### config.mk
export PLATFORM = sky130hd
export DESIGN_NAME = wildcard_pattern_matcher_core
export DESIGN_NICKNAME = d
export VERILOG_FILES = /design/src/rtl/core/wpm_pkg.sv /design/src/rtl/core/wpm_ram.sv /design/src/rtl/core/wpm_front.sv /design/src/rtl/core/wpm_back.sv /design/src/rtl/core/wildcard_pattern_matcher_core.sv
export VERILOG_INCLUDE_DIRS = /design/src /design/src/rtl/core
export SDC_FILE = /design/constraint.sdc
export NUM_CORES = 1
export LEC_CHECK = 0
export BUFFER_PORTS_ARGS = -buffer_cell sky130_fd_sc_hd__buf_2
export CAP_MARGIN = 20
export CORE_UTILIZATION = 45
export DETAILED_ROUTE_END_ITERATION = 10
export SETUP_SLACK_MARGIN = 0.02
export SLEW_MARGIN = 0
export SYNTH_ARGS = -nofsm -noshare
export SYNTH_HDL_FRONTEND = slang
export SYNTH_SLANG_ARGS = --single-unit
### constraint.sdc
create_clock -name clk -period 5.9 [get_ports clk]
set_input_delay 0.59 -clock clk [delete_from_list [all_inputs] [get_ports clk]]
set_output_delay 0.59 -clock clk [all_outputs]
set_load 0.05 [all_outputs]
### src/rtl/core/assert_macros.svh
// Assertion macros shared by the RTL that checks itself.
// Both macros vanish when the code is read for synthesis.
`ifndef ASSERT_MACROS_SVH
`define ASSERT_MACROS_SVH

`ifndef SYNTHESIS

// Check a property on every rising edge outside reset.
`define WPM_ASSERT_CLK(label, clk, rst_n, prop) \
  label: assert property (@(posedge clk) disable iff (!rst_n) (prop)) \
    else $error("wpm assertion failed");

// Check that a condition never holds outside reset.
`define WPM_ASSERT_NEVER(label, clk, rst_n, cond) \
  label: assert property (@(posedge clk) disable iff (!rst_n) !(cond)) \
    else $error("wpm condition must never hold");

`else

`define WPM_ASSERT_CLK(label, clk, rst_n, prop)
`define WPM_ASSERT_NEVER(label, clk, rst_n, cond)

`endif

`endif

### src/rtl/core/wpm_pkg.sv
package wpm_pkg;

  // Pattern capacity and the widths derived from it
  localparam int MAX_PATTERN = 32;
  localparam int PAT_AW      = (MAX_PATTERN > 1) ? $clog2(MAX_PATTERN) : 1;
  localparam int LEN_W       = $clog2(MAX_PATTERN + 1);

  // Fixed field widths
  localparam int SYM_W     = 8;
  localparam int CMD_W     = 2;
  localparam int CFG_IDX_W = 2;

  // Command codes on the input channel
  localparam logic [CMD_W-1:0] CMD_CLEAR  = 2'd0;
  localparam logic [CMD_W-1:0] CMD_APPEND = 2'd1;
  localparam logic [CMD_W-1:0] CMD_BEGIN  = 2'd2;
  localparam logic [CMD_W-1:0] CMD_TEXT   = 2'd3;

  // Configuration register indexes and reset values
  localparam logic [CFG_IDX_W-1:0] CFG_STAR = 2'd0;
  localparam logic [CFG_IDX_W-1:0] CFG_ANY  = 2'd1;
  localparam logic [SYM_W-1:0] STAR_RESET = 8'd42;
  localparam logic [SYM_W-1:0] ANY_RESET  = 8'd63;

  // Queue between front and back
  localparam int QUEUE_DEPTH = 2;
  localparam int QUEUE_AW    = (QUEUE_DEPTH > 1) ? $clog2(QUEUE_DEPTH) : 1;
  localparam int QUEUE_CW    = $clog2(QUEUE_DEPTH + 1);

  typedef enum logic [1:0] {
    OP_CLEAR,
    OP_APPEND,
    OP_BEGIN,
    OP_TEXT
  } op_t;

  typedef struct packed {
    op_t              op;
    logic [SYM_W-1:0] sym;
  } q_item_t;

  typedef enum logic [1:0] {
    ST_IDLE,
    ST_SWEEP,
    ST_RESULT
  } state_t;

  typedef struct packed {
    logic             sweeping;
    logic             ovf;
    logic [LEN_W-1:0] len;
  } bk_status_t;

endpackage

### src/rtl/core/wpm_ram.sv
module wpm_ram #(
  parameter int WIDTH = 8,
  parameter int DEPTH = 32,
  parameter int AW    = (DEPTH > 1) ? $clog2(DEPTH) : 1
) (
  input  logic             clk,
  input  logic             we,
  input  logic [AW-1:0]    waddr,
  input  logic [WIDTH-1:0] wdata,
  input  logic [AW-1:0]    raddr,
  output logic [WIDTH-1:0] rdata
);

  logic [WIDTH-1:0] mem_r [DEPTH];
  logic [WIDTH-1:0] rdata_r;

  // Write one entry, read one entry with registered data
  always_ff @(posedge clk) begin
    if (we) begin
      mem_r[waddr] <= wdata;
    end
    rdata_r <= mem_r[raddr];
  end

  assign rdata = rdata_r;

endmodule

### src/rtl/core/wpm_front.sv
module wpm_front (
  input  logic                        clk,
  input  logic                        rst_n,
  input  logic                        in_valid,
  output logic                        in_ready,
  input  logic [wpm_pkg::CMD_W-1:0]   in_cmd,
  input  logic [wpm_pkg::SYM_W-1:0]   in_symbol,
  output logic                        q_valid,
  output wpm_pkg::q_item_t            q_item,
  input  logic                        q_pop
);
  import wpm_pkg::*;

  q_item_t               entries_r [QUEUE_DEPTH];
  logic [QUEUE_AW-1:0]   wr_ptr_r, wr_ptr_nxt;
  logic [QUEUE_AW-1:0]   rd_ptr_r, rd_ptr_nxt;
  logic [QUEUE_CW-1:0]   count_r, count_nxt;
  q_item_t               cls_item;
  logic                  push;
  logic                  pop;

  // Classify the incoming command
  always_comb begin
    cls_item.sym = in_symbol;
    unique case (in_cmd)
      CMD_CLEAR:  cls_item.op = OP_CLEAR;
      CMD_APPEND: cls_item.op = OP_APPEND;
      CMD_BEGIN:  cls_item.op = OP_BEGIN;
      CMD_TEXT:   cls_item.op = OP_TEXT;
    endcase
  end

  assign in_ready = (count_r != QUEUE_CW'(QUEUE_DEPTH));
  assign q_valid  = (count_r != '0);
  assign push     = in_valid && in_ready;
  assign pop      = q_pop && q_valid;
  assign q_item   = entries_r[rd_ptr_r];

  // Advance pointers and fill count
  always_comb begin
    wr_ptr_nxt = wr_ptr_r;
    rd_ptr_nxt = rd_ptr_r;
    count_nxt  = count_r;
    if (push) begin
      wr_ptr_nxt = (wr_ptr_r == QUEUE_AW'(QUEUE_DEPTH - 1)) ? '0 : wr_ptr_r + 1'b1;
    end
    if (pop) begin
      rd_ptr_nxt = (rd_ptr_r == QUEUE_AW'(QUEUE_DEPTH - 1)) ? '0 : rd_ptr_r + 1'b1;
    end
    if (push && !pop) begin
      count_nxt = count_r + 1'b1;
    end else if (pop && !push) begin
      count_nxt = count_r - 1'b1;
    end
  end

  always_ff @(posedge clk) begin
    if (!rst_n) begin
      wr_ptr_r <= '0;
      rd_ptr_r <= '0;
      count_r  <= '0;
    end else begin
      wr_ptr_r <= wr_ptr_nxt;
      rd_ptr_r <= rd_ptr_nxt;
      count_r  <= count_nxt;
    end
  end

  // Store the accepted transaction
  always_ff @(posedge clk) begin
    if (push) begin
      entries_r[wr_ptr_r] <= cls_item;
    end
  end

endmodule

### src/rtl/core/wpm_back.sv
module wpm_back (
  input  logic                        clk,
  input  logic                        rst_n,
  input  logic                        q_valid,
  input  wpm_pkg::q_item_t            q_item,
  output logic                        q_pop,
  input  logic [wpm_pkg::SYM_W-1:0]   star_code,
  input  logic [wpm_pkg::SYM_W-1:0]   any_code,
  output logic                        out_valid,
  input  logic                        out_ready,
  output logic                        out_matched,
  output logic                        out_pattern_overflow,
  output wpm_pkg::bk_status_t         status
);
  import wpm_pkg::*;

  state_t               state_r, state_nxt;
  op_t                  op_r, op_nxt;
  logic [SYM_W-1:0]     sym_r, sym_nxt;
  logic [LEN_W-1:0]     len_r, len_nxt;
  logic                 ovf_r, ovf_nxt;
  logic [MAX_PATTERN:0] row_r, row_nxt;
  logic [PAT_AW-1:0]    idx_r, idx_nxt;
  logic                 new_prev_r, new_prev_nxt;
  logic                 old_prev_r, old_prev_nxt;
  logic                 res_r, res_nxt;
  logic                 out_valid_r, out_valid_nxt;
  logic                 out_matched_r, out_matched_nxt;
  logic                 out_ovf_r, out_ovf_nxt;

  logic                 ram_we;
  logic [PAT_AW-1:0]    ram_raddr;
  logic [SYM_W-1:0]     ram_rdata;
  logic [LEN_W-1:0]     col;
  logic                 old_here;
  logic                 is_star;
  logic                 is_one;
  logic                 nv;
  logic                 fin;
  logic                 fin_matched;
  logic                 out_free;

  // Pattern symbols
  wpm_ram #(
    .WIDTH (SYM_W),
    .DEPTH (MAX_PATTERN)
  ) u_pat_ram (
    .clk   (clk),
    .we    (ram_we),
    .waddr (len_r[PAT_AW-1:0]),
    .wdata (q_item.sym),
    .raddr (ram_raddr),
    .rdata (ram_rdata)
  );

  // Column of the sweep and the cell update
  assign col      = LEN_W'(idx_r) + LEN_W'(1);
  assign old_here = row_r[col];
  assign is_star  = (ram_rdata == star_code);
  assign is_one   = (ram_rdata == any_code) || (ram_rdata == sym_r);

  always_comb begin
    if (op_r == OP_BEGIN) begin
      nv = new_prev_r && is_star;
    end else if (is_star) begin
      nv = old_here || new_prev_r;
    end else if (is_one) begin
      nv = old_prev_r;
    end else begin
      nv = 1'b0;
    end
  end

  assign out_free  = !out_valid_r || out_ready;
  assign q_pop     = (state_r == ST_IDLE) && q_valid;
  assign ram_we    = q_pop && (q_item.op == OP_APPEND) && (len_r != LEN_W'(MAX_PATTERN));
  assign ram_raddr = (state_r == ST_SWEEP) ? idx_r + 1'b1 : '0;

  // Sequence one transaction: decode, sweep the columns, hand off the result
  always_comb begin
    state_nxt       = state_r;
    op_nxt          = op_r;
    sym_nxt         = sym_r;
    len_nxt         = len_r;
    ovf_nxt         = ovf_r;
    row_nxt         = row_r;
    idx_nxt         = idx_r;
    new_prev_nxt    = new_prev_r;
    old_prev_nxt    = old_prev_r;
    res_nxt         = res_r;
    out_valid_nxt   = out_valid_r && !out_ready;
    out_matched_nxt = out_matched_r;
    out_ovf_nxt     = out_ovf_r;
    fin             = 1'b0;
    fin_matched     = 1'b0;

    unique case (state_r)
      ST_IDLE: begin
        if (q_valid) begin
          op_nxt  = q_item.op;
          sym_nxt = q_item.sym;
          idx_nxt = '0;
          unique case (q_item.op)
            OP_CLEAR: begin
              len_nxt = '0;
              ovf_nxt = 1'b0;
              row_nxt = '0;
            end
            OP_APPEND: begin
              if (len_r != LEN_W'(MAX_PATTERN)) begin
                len_nxt = len_r + 1'b1;
              end else begin
                ovf_nxt = 1'b1;
              end
              row_nxt     = '0;
              fin         = 1'b1;
              fin_matched = 1'b0;
            end
            OP_BEGIN: begin
              row_nxt      = '0;
              row_nxt[0]   = 1'b1;
              new_prev_nxt = 1'b1;
              if (len_r == '0) begin
                fin         = 1'b1;
                fin_matched = 1'b1;
              end else begin
                state_nxt = ST_SWEEP;
              end
            end
            OP_TEXT: begin
              old_prev_nxt = row_r[0];
              row_nxt[0]   = 1'b0;
              new_prev_nxt = 1'b0;
              if (len_r == '0) begin
                fin         = 1'b1;
                fin_matched = 1'b0;
              end else begin
                state_nxt = ST_SWEEP;
              end
            end
          endcase
        end
      end
      ST_SWEEP: begin
        row_nxt[col] = nv;
        new_prev_nxt = nv;
        old_prev_nxt = old_here;
        if (col == len_r) begin
          fin         = 1'b1;
          fin_matched = nv;
        end else begin
          idx_nxt = idx_r + 1'b1;
        end
      end
      ST_RESULT: begin
        if (out_free) begin
          out_valid_nxt   = 1'b1;
          out_matched_nxt = res_r;
          out_ovf_nxt     = ovf_r;
          state_nxt       = ST_IDLE;
        end
      end
      default: begin
        state_nxt = ST_IDLE;
      end
    endcase

    // Load the output register, or hold the result until it frees up
    if (fin) begin
      if (out_free) begin
        out_valid_nxt   = 1'b1;
        out_matched_nxt = fin_matched;
        out_ovf_nxt     = ovf_nxt;
        state_nxt       = ST_IDLE;
      end else begin
        res_nxt   = fin_matched;
        state_nxt = ST_RESULT;
      end
    end
  end

  always_ff @(posedge clk) begin
    if (!rst_n) begin
      state_r     <= ST_IDLE;
      len_r       <= '0;
      ovf_r       <= 1'b0;
      row_r       <= '0;
      out_valid_r <= 1'b0;
    end else begin
      state_r     <= state_nxt;
      len_r       <= len_nxt;
      ovf_r       <= ovf_nxt;
      row_r       <= row_nxt;
      out_valid_r <= out_valid_nxt;
    end
  end

  // Payload and sweep working registers
  always_ff @(posedge clk) begin
    op_r          <= op_nxt;
    sym_r         <= sym_nxt;
    idx_r         <= idx_nxt;
    new_prev_r    <= new_prev_nxt;
    old_prev_r    <= old_prev_nxt;
    res_r         <= res_nxt;
    out_matched_r <= out_matched_nxt;
    out_ovf_r     <= out_ovf_nxt;
  end

  assign out_valid            = out_valid_r;
  assign out_matched          = out_matched_r;
  assign out_pattern_overflow = out_ovf_r;

  assign status.sweeping = (state_r == ST_SWEEP);
  assign status.ovf      = ovf_r;
  assign status.len      = len_r;

endmodule

### src/rtl/core/wildcard_pattern_matcher_core.sv
// Wildcard pattern matcher. Load a pattern of up to 32 symbols with append
// transactions (cmd 1), then send a begin transaction (cmd 2) and one text
// transaction (cmd 3) per text symbol; each of these returns whether the text
// so far matches the whole pattern, together with the sticky overflow flag
// that reports a dropped pattern symbol. A clear (cmd 0) empties the pattern
// and returns nothing. The star and any codes are registers 0 and 1 of the
// configuration port (reset 42 and 63); the user must write them only while
// the block is idle, which the block itself does not enforce. The front end
// takes one transaction per cycle, while the queue has room, into a two-entry
// queue. The back end finishes clear and append when it decodes them, while
// begin and text then sweep one column per stored pattern symbol, because
// the match row advances one pattern column per cycle through the single read
// port of the pattern RAM. Each result waits for the output register to free up.
`include "assert_macros.svh"

module wildcard_pattern_matcher_core (
  input  logic                          clk,
  input  logic                          rst_n,
  input  logic                          in_valid,
  output logic                          in_ready,
  input  logic [wpm_pkg::CMD_W-1:0]     in_cmd,
  input  logic [wpm_pkg::SYM_W-1:0]     in_symbol,
  output logic                          out_valid,
  input  logic                          out_ready,
  output logic                          out_matched,
  output logic                          out_pattern_overflow,
  input  logic                          cfg_valid,
  output logic                          cfg_ready,
  input  logic [wpm_pkg::CFG_IDX_W-1:0] cfg_index,
  input  logic [wpm_pkg::SYM_W-1:0]     cfg_data
);
  import wpm_pkg::*;

  logic [SYM_W-1:0] star_code_r, star_code_nxt;
  logic [SYM_W-1:0] any_code_r, any_code_nxt;
  logic             q_valid;
  logic             q_pop;
  q_item_t          q_item;
  bk_status_t       bk_status;

  // Configuration registers
  assign cfg_ready = 1'b1;

  always_comb begin
    star_code_nxt = star_code_r;
    any_code_nxt  = any_code_r;
    if (cfg_valid) begin
      if (cfg_index == CFG_STAR) begin
        star_code_nxt = cfg_data;
      end else if (cfg_index == CFG_ANY) begin
        any_code_nxt = cfg_data;
      end
    end
  end

  always_ff @(posedge clk) begin
    if (!rst_n) begin
      star_code_r <= STAR_RESET;
      any_code_r  <= ANY_RESET;
    end else begin
      star_code_r <= star_code_nxt;
      any_code_r  <= any_code_nxt;
    end
  end

  wpm_front u_front (
    .clk       (clk),
    .rst_n     (rst_n),
    .in_valid  (in_valid),
    .in_ready  (in_ready),
    .in_cmd    (in_cmd),
    .in_symbol (in_symbol),
    .q_valid   (q_valid),
    .q_item    (q_item),
    .q_pop     (q_pop)
  );

  wpm_back u_back (
    .clk                  (clk),
    .rst_n                (rst_n),
    .q_valid              (q_valid),
    .q_item               (q_item),
    .q_pop                (q_pop),
    .star_code            (star_code_r),
    .any_code             (any_code_r),
    .out_valid            (out_valid),
    .out_ready            (out_ready),
    .out_matched          (out_matched),
    .out_pattern_overflow (out_pattern_overflow),
    .status               (bk_status)
  );

  // Pattern length never passes capacity
  `WPM_ASSERT_NEVER(a_len_bound, clk, rst_n, bk_status.len > LEN_W'(MAX_PATTERN))
  // Back end pops only a queued transaction
  `WPM_ASSERT_CLK(a_pop_nonempty, clk, rst_n, q_pop |-> q_valid)
  // No new transaction starts during a sweep
  `WPM_ASSERT_CLK(a_no_pop_sweep, clk, rst_n, bk_status.sweeping |-> !q_pop)
  // Overflow is only ever flagged with a full pattern
  `WPM_ASSERT_CLK(a_ovf_full, clk, rst_n, bk_status.ovf |-> bk_status.len == LEN_W'(MAX_PATTERN))

endmodule
After elaboration in Yosys (flattened, before gate mapping)
Memories as Yosys holds them, arrays and structs flattened. A register that Yosys moved wholly into a read port is not among the register bits.
Cells that the tools add are included.
- $add $sub $neg: 7
- order comparisons: 2
- equality and inequality tests: 27
- mux-type cells: 67
- bitwise gates (word level): 2
- reduce and logical (&&, ||, !) cells: 40
- operators with widths (kind ; count):
    $pmux W33 S2 ; 1
    $mux W1 ; 37
    $bwmux W33 ; 1
    $mux W33 ; 1
    $mux W32 ; 1
    $eq A8 B8 Y1 ; 3
    $mux W2 ; 8
    $pmux W1 S2 ; 8
    $mux W5 ; 3
    $reduce_and A3 Y1 ; 5
    $eq A2 B2 Y1 const B ; 6
    $pmux W6 S2 ; 1
    $logic_and A1 B1 Y1 ; 10
    $ne A2 B2 Y1 const B ; 5
    $pmux W5 S2 ; 1
    $eq A2 B1 Y1 const B ; 4
    $logic_not A2 Y1 ; 4
    $pmux W2 S4 ; 1
    $reduce_and A2 Y1 ; 4
    $reduce_bool A2 Y1 ; 4
    $lt A6 B7 Y1 const B ; 1
    $add A5 B1 Y6 const B ; 1
    $add A6 B1 Y6 const B ; 1
    $bmux W1 S6 ; 1
    22 further kinds ; 33
- register bits: 83
- RAM bits: 276
- input port bits: 25
- output and inout port bits: 5
- logic and storage cells: 166
- memories: 2
- memories (memory ; depth ; width ; read ports ; clocked after memory_dff ; wr ports ; RTL line ; RTL):
    u_back.u_pat_ram.mem_r ; 32 ; 8 ; 1 ; 1 ; 1 ; wpm_ram.sv:14 ; logic [WIDTH-1:0] mem_r [DEPTH];
    u_front.entries_r ; 2 ; 10 ; 1 ; 1 ; 1 ; wpm_front.sv:14 ; q_item_t entries_r [QUEUE_DEPTH];

Longest topological paths before layout
Gate-level depths: netlist of the first run.
- depth in word-level cells: 10
- depth in mapped cells: 12
- mapped depth without buffers: 8

Hierarchy
From an unflattened synthesis of the first run, not the netlist that was laid out.
- cell total of the unflattened synthesis: 969
- area total of the unflattened synthesis: 15612.5 um^2
- by module, submodules not included (module ; times used ; cells each ; area each (um^2) ; seq. area each (um^2)):
    wpm_ram ; 1 ; 417 ; 10053.4 ; 7847.5
    wpm_back ; 1 ; 426 ; 3927.5 ; 1441.4
    wpm_front ; 1 ; 58 ; 959.7 ; 700.7
    wildcard_pattern_matcher_core ; 1 ; 68 ; 671.9 ; 320.3

Worst setup path after synthesis of the first run
OpenSTA, ideal clock, no wires.
- path type: reg2reg
- from: reg u_back.idx_r[1]
- to: reg u_back.new_prev_r, data pin
- setup time: 0.271 ns
- arrival time: 2.287 ns
- data required time: 5.629 ns
- path slack: 3.343 ns
- stages on the path, launching flop included: 9
- path buffers: 1
- period minus slack after synthesis: 2.557 ns
- path through: edfxtp_1 ha_1 buf_2 mux4_2 mux2_2 o21ai_1 o211ai_1 o31ai_1 o21ai_0
- word-level cells in the longest chain between the ends: 7
- RTL lines (element ; RTL line ; RTL):
    start, declared ; wpm_back.sv:23 ; logic [PAT_AW-1:0] idx_r, idx_nxt;
    start signal, assigned ; wpm_back.sv:202 ; idx_r <= idx_nxt;
    $add A5 B1 Y6 ; wpm_back.sv:57 ; assign col = LEN_W'(idx_r) + LEN_W'(1);
    $bmux W1 S6 ; wpm_back.sv:58 ; assign old_here = row_r[col];
    $mux W1 (not written as such) ; wpm_back.sv:58 ;
    $logic_or A1 B1 Y1 ; wpm_back.sv:66 ; nv = old_here || new_prev_r;
    $mux W1 ; wpm_back.sv:65 ; end else if (is_star) begin
    $mux W1 ; wpm_back.sv:63 ; if (op_r == OP_BEGIN) begin
    $pmux W1 S2 ; wpm_back.sv:97 ; unique case (state_r)
    via u_back.new_prev_nxt ; wpm_back.sv:24 ; logic new_prev_r, new_prev_nxt;
    end signal, assigned ; wpm_back.sv:203 ; new_prev_r <= new_prev_nxt;
    end, declared ; wpm_back.sv:24 ;
The timed path passes the listed nets, and every way through them passes these cells. The select of a mux whose other input is x is not followed.
A chain may end at the register's enable or synchronous reset.

Worst setup path in the final report of the first run
- from: reg u_back.idx_r[1]
- to: reg u_back.u_pat_ram.rdata_r[6] (netlist: u_back.u_pat_ram.rdata[6]), read port of u_back.u_pat_ram.mem_r
- word-level cells in the longest chain between the ends: 2
- RTL lines (element ; RTL line ; RTL):
    $add A5 B1 Y5 ; wpm_back.sv:77 ; assign ram_raddr = (state_r == ST_SWEEP) ? idx_r + 1'b1 : '0;
    $mux W5 ; wpm_back.sv:77 ;
    end, declared ; wpm_ram.sv:15 ; logic [WIDTH-1:0] rdata_r;
No other way between the ends.

==> results of run 1 <==
placed cells by master (no fill, tap or decap), types with 24 or more instances in the layout:
cell and count:
xnor2_1 30, mux2i_1 99, buf_2 28, nand3_1 49
dfxtp_1 74, o21ai_1 29, nor2_1 58, edfxtp_1 294
o21ai_0 24, nand2_1 100, clkbuf_16 41, mux4_2 29
state kept, by name, indices dropped and copies added, names as in the netlist, 2 cells and up, named ones only:
register and cells:
any_code_r 8, star_code_r 8, u_back.idx_r 5, u_back.len_r 6
u_back.op_r 2, u_back.row_r 33, u_back.state_r 2, u_back.sym_r 8
u_back.u_pat_ram.mem_r 256, u_back.u_pat_ram.rdata 8, u_front.count_r 2, u_front.entries_r 20
kinds of logic (layout without fill, tap and decap cells):
group,Yosys count,after routing,share of synthesized area (%)
multiplexers,152,152,12.3
adder cells (fa/ha/maj),6,6,0.479
other,1,1,0.0239
XOR/XNOR,38,38,2.22
AND/OR/NAND/NOR,309,309,9.66
flip-flops,368,368,65.8
AO/OA/AOI/OAI,153,153,6.55
buffers and inverters,84,128,2.92
area by class of cell:
type | instances | area share, %
flip-flops and latches | 368 | 59.2
well taps | 448 | 3.22
clock buffers | 49 | 6.06
inverters | 14 | 0.302
clock inverters | 22 | 1.31
repair buffers | 43 | 1.61
multi-input cells | 659 | 28.3
report_power, final:
part,switching (mW),total [mW],internal [mW]
Sequential,0.132,3.26,3.12
Clock,0.977,2.46,1.49
Combinational,1.38,2.10,0.713
Total,2.49,7.82,5.32
per-layer routing:
metal | track usage (%) | wire length [um] | vias to the layer above
li1 | - | - | 4238
met1 | 29.3 | 15900 | 4543
met2 | 33.3 | 17300 | 274
met3 | 3.58 | 2320 | 67
met4 | 6.05 | 982 | 2
met5 | 0 | 9 | -
worst max path at each step:
stage	cells after the start	to	slack (ns)	startpoint
2_1_floorplan	8	u_back.new_prev_r	3.34	u_back.idx_r[1]
3_3_place_gp	7	u_back.row_r[32]	2.07	u_back.idx_r[1]
3_5_place_dp	9	u_back.u_pat_ram.rdata[6]	2.27	u_back.idx_r[1]
4_1_cts	9	u_back.u_pat_ram.rdata[6]	2.24	u_back.idx_r[1]
5_1_grt	6	u_back.u_pat_ram.mem_r[29][0]	1.99	flip-flop
6_report	9	u_back.u_pat_ram.rdata[6]	2.14	u_back.idx_r[1]
per-stage QoR:
step | worst slack (ns) | instance area [um^2]
after floorplan | 3.34 | 15700
after global placement | 2.07 | 16100
after detailed placement | 2.27 | 16100
after CTS | 2.24 | 17400
after global routing | 1.99 | 17400
final | 2.14 | 17400
==> impl_metrics.yaml, run 1 <==
outcome:
  outcome: "complete, no violations"
timing:
  min_period_over_period_pct: 63.8
  fmax_mhz: 266
  setup_violations: 0
  hold_ws_ns: 0.256
  rsz0062_at_grt: "no"
  finalClockSkew_ns: 0.0172
  finalHoldViolCount: 0
  fin_tns_setup_ns: 0
  min_period_ns: 3.76
  drv_slew: 0
  tightestPinTransition_ns: 1.04
  slew_headroom_pct: 28.9
grt:
  grt_antenna_before_repair: 1
  grt_max_degree: 54
  grt_pass1_vias: 8906
  grt_pass1_wl_um: 55500
  overflow: 0
  grtUsageTotal_pct: 20.9
yosys:
  yosysSeqAreaShare_pct: 65.8
  ys.flop_type: "edfxtp_1"
  ys_ff_latch: 368
  synth_enable_flop_cells: 294
  syn-instance-count: 1111
  synth_nets: 1142
  synthMostInstantiatedCell: "edfxtp_1"
  yosys-top-cells-area: "edfxtp_1 (56%), dfxtp_1 (9.5%), mux2i_1 (6.3%)"
  synth_top_area_share_pct: 56.4
  yosys_warnings: 0
  async_flop_share_pct: 0
  synth.distinct_cells: 70
  syn_area_per_cell_um2: 14.1
  netlist.top_cell.by_area: "edfxtp_1"
  synthesis.area_um2: 15700
  synth_commonest_cells: "edfxtp_1 (294), nand2_1 (100), mux2i_1 (99)"
detailed_routing:
  wire_per_inst_um: 22.8
  ant_nets: 0
  drc: 0
  vias: 9124
  wl_um: 36500
  drtIter0Drc: 834
  drt_pass1_iterations: 5
  routed_via_density: 5.69
finish:
  fillCellCount: 2834
  instances_no_fill: 1603
  drive_gt1_share_pct: 14.2
  multi_input_area_um2: 4930
  utilization_pct: 51.4
  diodes: 0
  layout.nets: 1157
  seq_area_um2: 10300
  area_delta_synth_final_pct: 11.2
min_path:
  holdPathEnd: "u_front.entries_r[1][3]"
  holdPathStages: 1
  min_from: "in_symbol[3]"
  hold_path_class: "in2reg"
worst_setup_path:
  crit_family: "multiplexers"
  r2r-end: "u_back.u_pat_ram.rdata[6]"
  crit_fanout: 30
  cp.required_ns: 6.30
  rrSetupSlack_ns: 2.14
  r2r-start: "u_back.idx_r[1]"
  r2r_cells: 9
  critPathCaptureType: "flip-flop"
  critical-path-max-stage-delay_ns: 0.56
  crit_slowest_cell: "mux4_2"
  crit_path_cell_trace: "ha_1 > xor2_4 > buf_4 > nand2_1 > inv_2 > mux4_2 > mux2i_1 > o21ai_0 > mux2_2"
  path_class: "reg2reg"
  cp_num_buf_inv: 2
  arrival_ns: 4.16
  start_kind: "flip-flop"
clock_tree:
  htree_levels: 2
  cts_sinks: 368
  holdBufCountCts: 0
  cts_buffers: 40
  clock_path_buffers: 3
  clk_pin_slew_ns: 0.06
  cts_tree: "yes"
  cts_root_buf: "clkbuf_16"
  clk_latency_ns: 0.53
  cts_resized: 0
  post_cts_buffers: 0
placed_design:
  placedCellCount: 1531
  place_hpwl_um: 23100
  gp_congestion: 0.810
  port-buffer-count: 28
floorplanning:
  coreArea_um2: 33900
  start_util_pct: 46.2
  dieArea_um2: 35600
  io_pins: 30
  die_h_um: 189
  rows: 67
  fp.dieW_um: 189
pwr:
  p_total_mw: 7.82
  p_leak_nw: 5.66
  irDropWorstVdd_mv: 0.247
  power.density_nw_per_um2: 449
flow_run:
  cap_violations: 0
(Power assumes the default switching activity.)
==> run 2: changes to the inputs <==
==> constraint.sdc (replaced) <==
create_clock -name clk -period 3.1 [get_ports clk]
set_input_delay 0.31 -clock clk [delete_from_list [all_inputs] [get_ports clk]]
set_output_delay 0.31 -clock clk [all_outputs]
set_load 0.05 [all_outputs]
==> run 2 against run 1 <==
  * Critical endpoint is now u_back.new_prev_r
  * Register-to-register slack got worse by 2.0 ns
  * Combinational power increased by 100%
  * Largest power group unchanged
  * Clock skew fell by 0.0031 ns
  * Clock power is 81% higher
==> impl_metrics.yaml, run 2 (synthesized netlist as in run 1, its figures left out) <==
pwr:
  switchingPower_mw: 4.78
  p_int_mw: 10.1
  p_total_mw: 14.8
  pwr-share-comb_pct: 28.3
  pwr-share-seq_pct: 41.6
  irDropWorstVdd_mv: 0.514
  p_leak_nw: 6.04
  clock_power_share_pct: 30.0
  switching_share_pct: 32.2
  power.density_nw_per_um2: 823
clock_tree:
  cts_sinks: 368
  clock_path_buffers: 3
  cts_tree: "yes"
  htree_levels: 2
  clk_latency_ns: 0.53
  cts_buffers: 39
  clk_pin_slew_ns: 0.06
  post_cts_buffers: 0
  cts_root_buf: "clkbuf_16"
worst_setup_path:
  r2r_cells: 7
  crit_fanout: 5
  cp-endpoint: "u_back.new_prev_r"
  rrSetupSlack_ns: 0.16
  r2r-start: "u_back.idx_r[1]"
  arrival_ns: 3.20
  cp.required_ns: 3.36
  cp-startpoint: "u_back.idx_r[1]"
  r2r-end: "u_back.new_prev_r"
  critPathCaptureType: "flip-flop"
  start_kind: "flip-flop"
  path_class: "reg2reg"
detailed_routing:
  top_layer: "met4"
  vias: 9402
  met2_wirelength_um: 17800
  wire_per_inst_um: 22.5
  routed_via_density: 5.59
  drtIter0Drc: 777
  ant_nets: 0
  wl_um: 37900
  drc: 0
  wl_met3_um: 2300
  drt_pass1_iterations: 5
  wl_met1_um: 16800
floorplanning:
  die_h_um: 189
  start_util_pct: 46.2
  io_pins: 30
  coreArea_um2: 33900
  dieArea_um2: 35600
  fp.dieW_um: 189
  rows: 67
placed_design:
  place_hpwl_um: 24200
  gp_congestion: 0.857
  port-buffer-count: 28
  placed_cell_area_um2: 16700
  placedCellCount: 1599
timing:
  finalHoldViolCount: 0
  min_period_over_period_pct: 94.8
  rsz0062_at_grt: "no"
  fin_tns_setup_ns: 0
  min_period_ns: 2.94
  drv_slew: 0
  slew_headroom_pct: 37.2
  tightestPinTransition_ns: 0.938
  fmax_mhz: 340
  finalClockSkew_ns: 0.0140
  hold_ws_ns: 0.0146
  setup_violations: 0
finish:
  fillCellCount: 2814
  final_cell_mix: "edfxtp_1 (294), nand2_1 (100), mux2i_1 (99)"
  layout_commonest_cell: "edfxtp_1"
  reg_top3: "u_back.u_pat_ram.mem_r (256), u_back.row_r (33), u_front.entries_r (20)"
  final_cell_area_um2: 18000
  largest_reg_flops: 256
  instances_no_fill: 1681
  drive_gt1_share_pct: 18.7
  area_delta_synth_final_pct: 15.1
  diodes: 0
  layout.nets: 1236
  regMostFlops: "u_back.u_pat_ram.mem_r"
grt:
  grtUsageTotal_pct: 21.7
  grt_antenna_before_repair: 0
  grt_max_degree: 56
  grt_pass1_vias: 9247
  grt_pass1_wl_um: 57500
  overflow: 0
min_path:
  holdPathStages: 3
  hold_path_class: "in2reg"
  min_from: "cfg_data[5]"
flow_run:
  cap_violations: 0
outcome:
  outcome: "complete, no violations"
-- run 2: cell count changes in the layout (fill, tap and decap cells not counted), sizes merged --
cell | previous run | this run
bufinv | 5 | 3
clkbuf | 49 | 46
inv | 14 | 16
dlygate4sd3 | 0 | 12
buf | 43 | 111
clkinvlp | 0 | 1
-- run 2: worst max-delay path: stages, from the launching register on --
cell and delay [ns]:
edfxtp_1 0.44, ha_1 0.46, mux4_2 0.54, mux2_2 0.27, o21ai_1 0.09, o211ai_1 0.17
o31ai_1 0.52, o21ai_0 0.17
-- run 2: worst min-delay path by stage --
stage               slack, ns                 endpoint
floorplan                0.41  u_front.entries_r[0][0]
global placement         0.44         u_back.row_r[21]
detailed placement       0.45         u_back.row_r[21]
CTS                    0.0001           star_code_r[5]
global route             0.01            any_code_r[4]
finish                   0.01            any_code_r[5]
-- run 2: metrics by stage --
step	worst slack, ns	util [%]
floorplan	0.543	-
global placement	0.283	49.2
detailed placement	0.191	49.2
CTS	0.177	53.1
global route	0.0376	53.2
finish	0.161	53.2
-- run 2: routing by layer --
layer  track usage [%]  vias up
li1                  -     4399
met1              30.4     4667
met2              34.0      281
met3              3.84       55
met4              7.57        0
met5                 0        -
-- run 2: repair_timing --
action	4_1_cts	5_1_grt
resized for setup	0	0
hold endpoints to repair	22	0
hold buffers	12	0
-- run 2: area by class of cell --
class | count | area [um^2] | area share, %
sequential | 368 | 10300 | 57.2
multi-input combinational | 659 | 4920 | 27.3
tap | 448 | 561 | 3.11
inverter | 14 | 52.6 | 0.292
clock buffer | 46 | 1010 | 5.62
clock inverter | 23 | 189 | 1.05
timing repair buffer | 123 | 978 | 5.43
-- run 2: power groups by stage --
stage | Sequential, mW | Clock (mW) | Combinational (mW)
after floorplan | 6.21 | 0 | 2.85
after global placement | 6.27 | 0 | 4.11
after detailed placement | 6.28 | 0 | 4.15
after CTS | 6.18 | 4.55 | 4.19
after global routing | 6.21 | 4.74 | 4.53
final | 6.18 | 4.46 | 4.21
==> run 3: changes to the inputs <==
--- a/config.mk
+++ b/config.mk
@@ -8,6 +8,7 @@
 export LEC_CHECK = 0
 export BUFFER_PORTS_ARGS = -buffer_cell sky130_fd_sc_hd__buf_2
 export CAP_MARGIN = 20
+export CORE_MARGIN = 2
 export CORE_UTILIZATION = 45
 export DETAILED_ROUTE_END_ITERATION = 10
 export SETUP_SLACK_MARGIN = 0.02
==> run 3 against run 2 <==
  * Power is 1.5% higher
  * Hold slack better by 0.0024 ns
  * Register-to-register slack better by 0.097 ns
==> impl_metrics.yaml, run 3 (synthesized netlist as in run 1, its figures left out) <==
flow_run:
  cap_violations: 0
pwr:
  p_total_mw: 15.1
  power.density_nw_per_um2: 832
  p_leak_nw: 6.08
  irDropWorstVdd_mv: 0.458
clock_tree:
  post_cts_buffers: 0
  cts_buffers: 40
  clk_latency_ns: 0.54
  cts_root_buf: "clkbuf_16"
  htree_levels: 2
  cts_tree: "yes"
  cts_sinks: 368
  clock_path_buffers: 3
  clk_pin_slew_ns: 0.06
timing:
  min_period_ns: 2.84
  rsz0062_at_grt: "no"
  fin_tns_setup_ns: 0
  slew_headroom_pct: 40.1
  drv_slew: 0
  finalClockSkew_ns: 0.0151
  tightestPinTransition_ns: 0.899
  finalHoldViolCount: 0
  min_period_over_period_pct: 91.7
  setup_violations: 0
  fmax_mhz: 352
grt:
  grt_pass1_vias: 9437
  grt_use_met2_pct: 34.1
  top_usage_layer: "met2"
  grt_pass1_wl_um: 57000
  overflow: 0
  use_met1_pct: 28.9
  grt_max_degree: 46
  grtUsageTotal_pct: 20.9
  grt_util_met3_pct: 3.88
  grt_antenna_before_repair: 0
worst_setup_path:
  crit_fanout: 5
  critPathCaptureType: "flip-flop"
  cp-startpoint: "u_back.idx_r[1]"
  cp-endpoint: "u_back.res_r"
  r2r-end: "u_back.res_r"
  path_class: "reg2reg"
  r2r-start: "u_back.idx_r[1]"
  r2r_cells: 7
  cp.required_ns: 3.37
  rrSetupSlack_ns: 0.26
  start_kind: "flip-flop"
  arrival_ns: 3.11
finish:
  seq_area_um2: 10300
  diodes: 0
  multi_input_area_um2: 4920
  utilization_pct: 52.7
  reg_top3: "u_back.u_pat_ram.mem_r (256), u_back.row_r (33), u_front.entries_r (20)"
  largest_reg_flops: 256
  layout.nets: 1233
  layout_commonest_cell: "edfxtp_1"
  regMostFlops: "u_back.u_pat_ram.mem_r"
  instances_no_fill: 1689
  fillCellCount: 2902
  area_delta_synth_final_pct: 15.6
  final_cell_mix: "edfxtp_1 (294), nand2_1 (100), mux2i_1 (99)"
  drive_gt1_share_pct: 19.2
floorplanning:
  start_util_pct: 45.6
  io_pins: 30
  rows: 68
  fp.dieW_um: 191
  dieArea_um2: 36300
  coreArea_um2: 34400
  die_h_um: 191
detailed_routing:
  drc: 0
  wl_um: 37200
  ant_nets: 0
  vias: 9440
  drtIter0Drc: 800
  routed_via_density: 5.59
  wire_per_inst_um: 22.0
  drt_pass1_iterations: 5
placed_design:
  place_hpwl_um: 23900
  gp_congestion: 0.811
  port-buffer-count: 28
  placedCellCount: 1602
min_path:
  hold_path_class: "in2reg"
outcome:
  outcome: "complete, no violations"
run 3: metal layers:
| metal | routed length [um] | vias up |
|---|---|---|
| li1 | - | 4400 |
| met1 | 16600 | 4684 |
| met2 | 17400 | 294 |
| met3 | 2390 | 62 |
| met4 | 852 | 0 |
| met5 | 0 | - |
run 3: worst min path at each step:
stage | cells past startpoint | slack, ns | to | from
floorplan | 0 | 0.41 | u_front.entries_r[0][0] | in_symbol[0]
global placement | 2 | 0.44 | u_back.row_r[19] | u_back.row_r[19]
detailed placement | 2 | 0.45 | u_back.row_r[13] | u_back.row_r[13]
CTS | 3 | 0.005 | any_code_r[1] | cfg_data[1]
global route | 3 | 0.02 | any_code_r[3] | cfg_data[3]
finish | 3 | 0.02 | any_code_r[1] | cfg_data[1]
run 3: cell type report:
| type | count | share of cell area [%] |
|---|---|---|
| well taps | 455 | 3.15 |
| clock inverters | 20 | 0.906 |
| multi-input cells | 659 | 27.2 |
| clock buffers | 54 | 6.33 |
| inverters | 14 | 0.290 |
| flip-flops and latches | 368 | 57.0 |
| repair buffers | 119 | 5.18 |
run 3: where the power goes:
group / switching (mW) / internal [mW] / leakage [nW]
Clock: 1.91 / 2.77 / 0.650
Sequential: 0.227 / 5.94 / 3.26
Combinational: 2.67 / 1.54 / 2.17
run 3: timing repair:
item	CTS	global route
hold buffers	11	0
hold endpoints to repair	21	0
resized for setup	0	1
setup endpoints to repair	0	1
run 3: per-stage QoR:
| stage | setup WS [ns] | cell area [um^2] | hold slack (ns) |
|---|---|---|---|
| 4_1_cts | 0.186 | 18100 | 0.00470 |
| 3_5_place_dp | 0.195 | 16600 | 0.450 |
| 5_1_grt | 0.0765 | 18100 | 0.0206 |
| 2_1_floorplan | 0.543 | 15700 | 0.409 |
| 6_report | 0.258 | 18100 | 0.0170 |
| 3_3_place_gp | 0.237 | 16600 | 0.441 |
run 3: critical path, stage by stage (launching register included):
cell and delay (ns):
edfxtp_1 0.44, ha_1 0.43, mux4_2 0.54, mux2_2 0.28
o21ai_1 0.09, o211ai_1 0.17, o31ai_1 0.49, o21ai_0 0.14
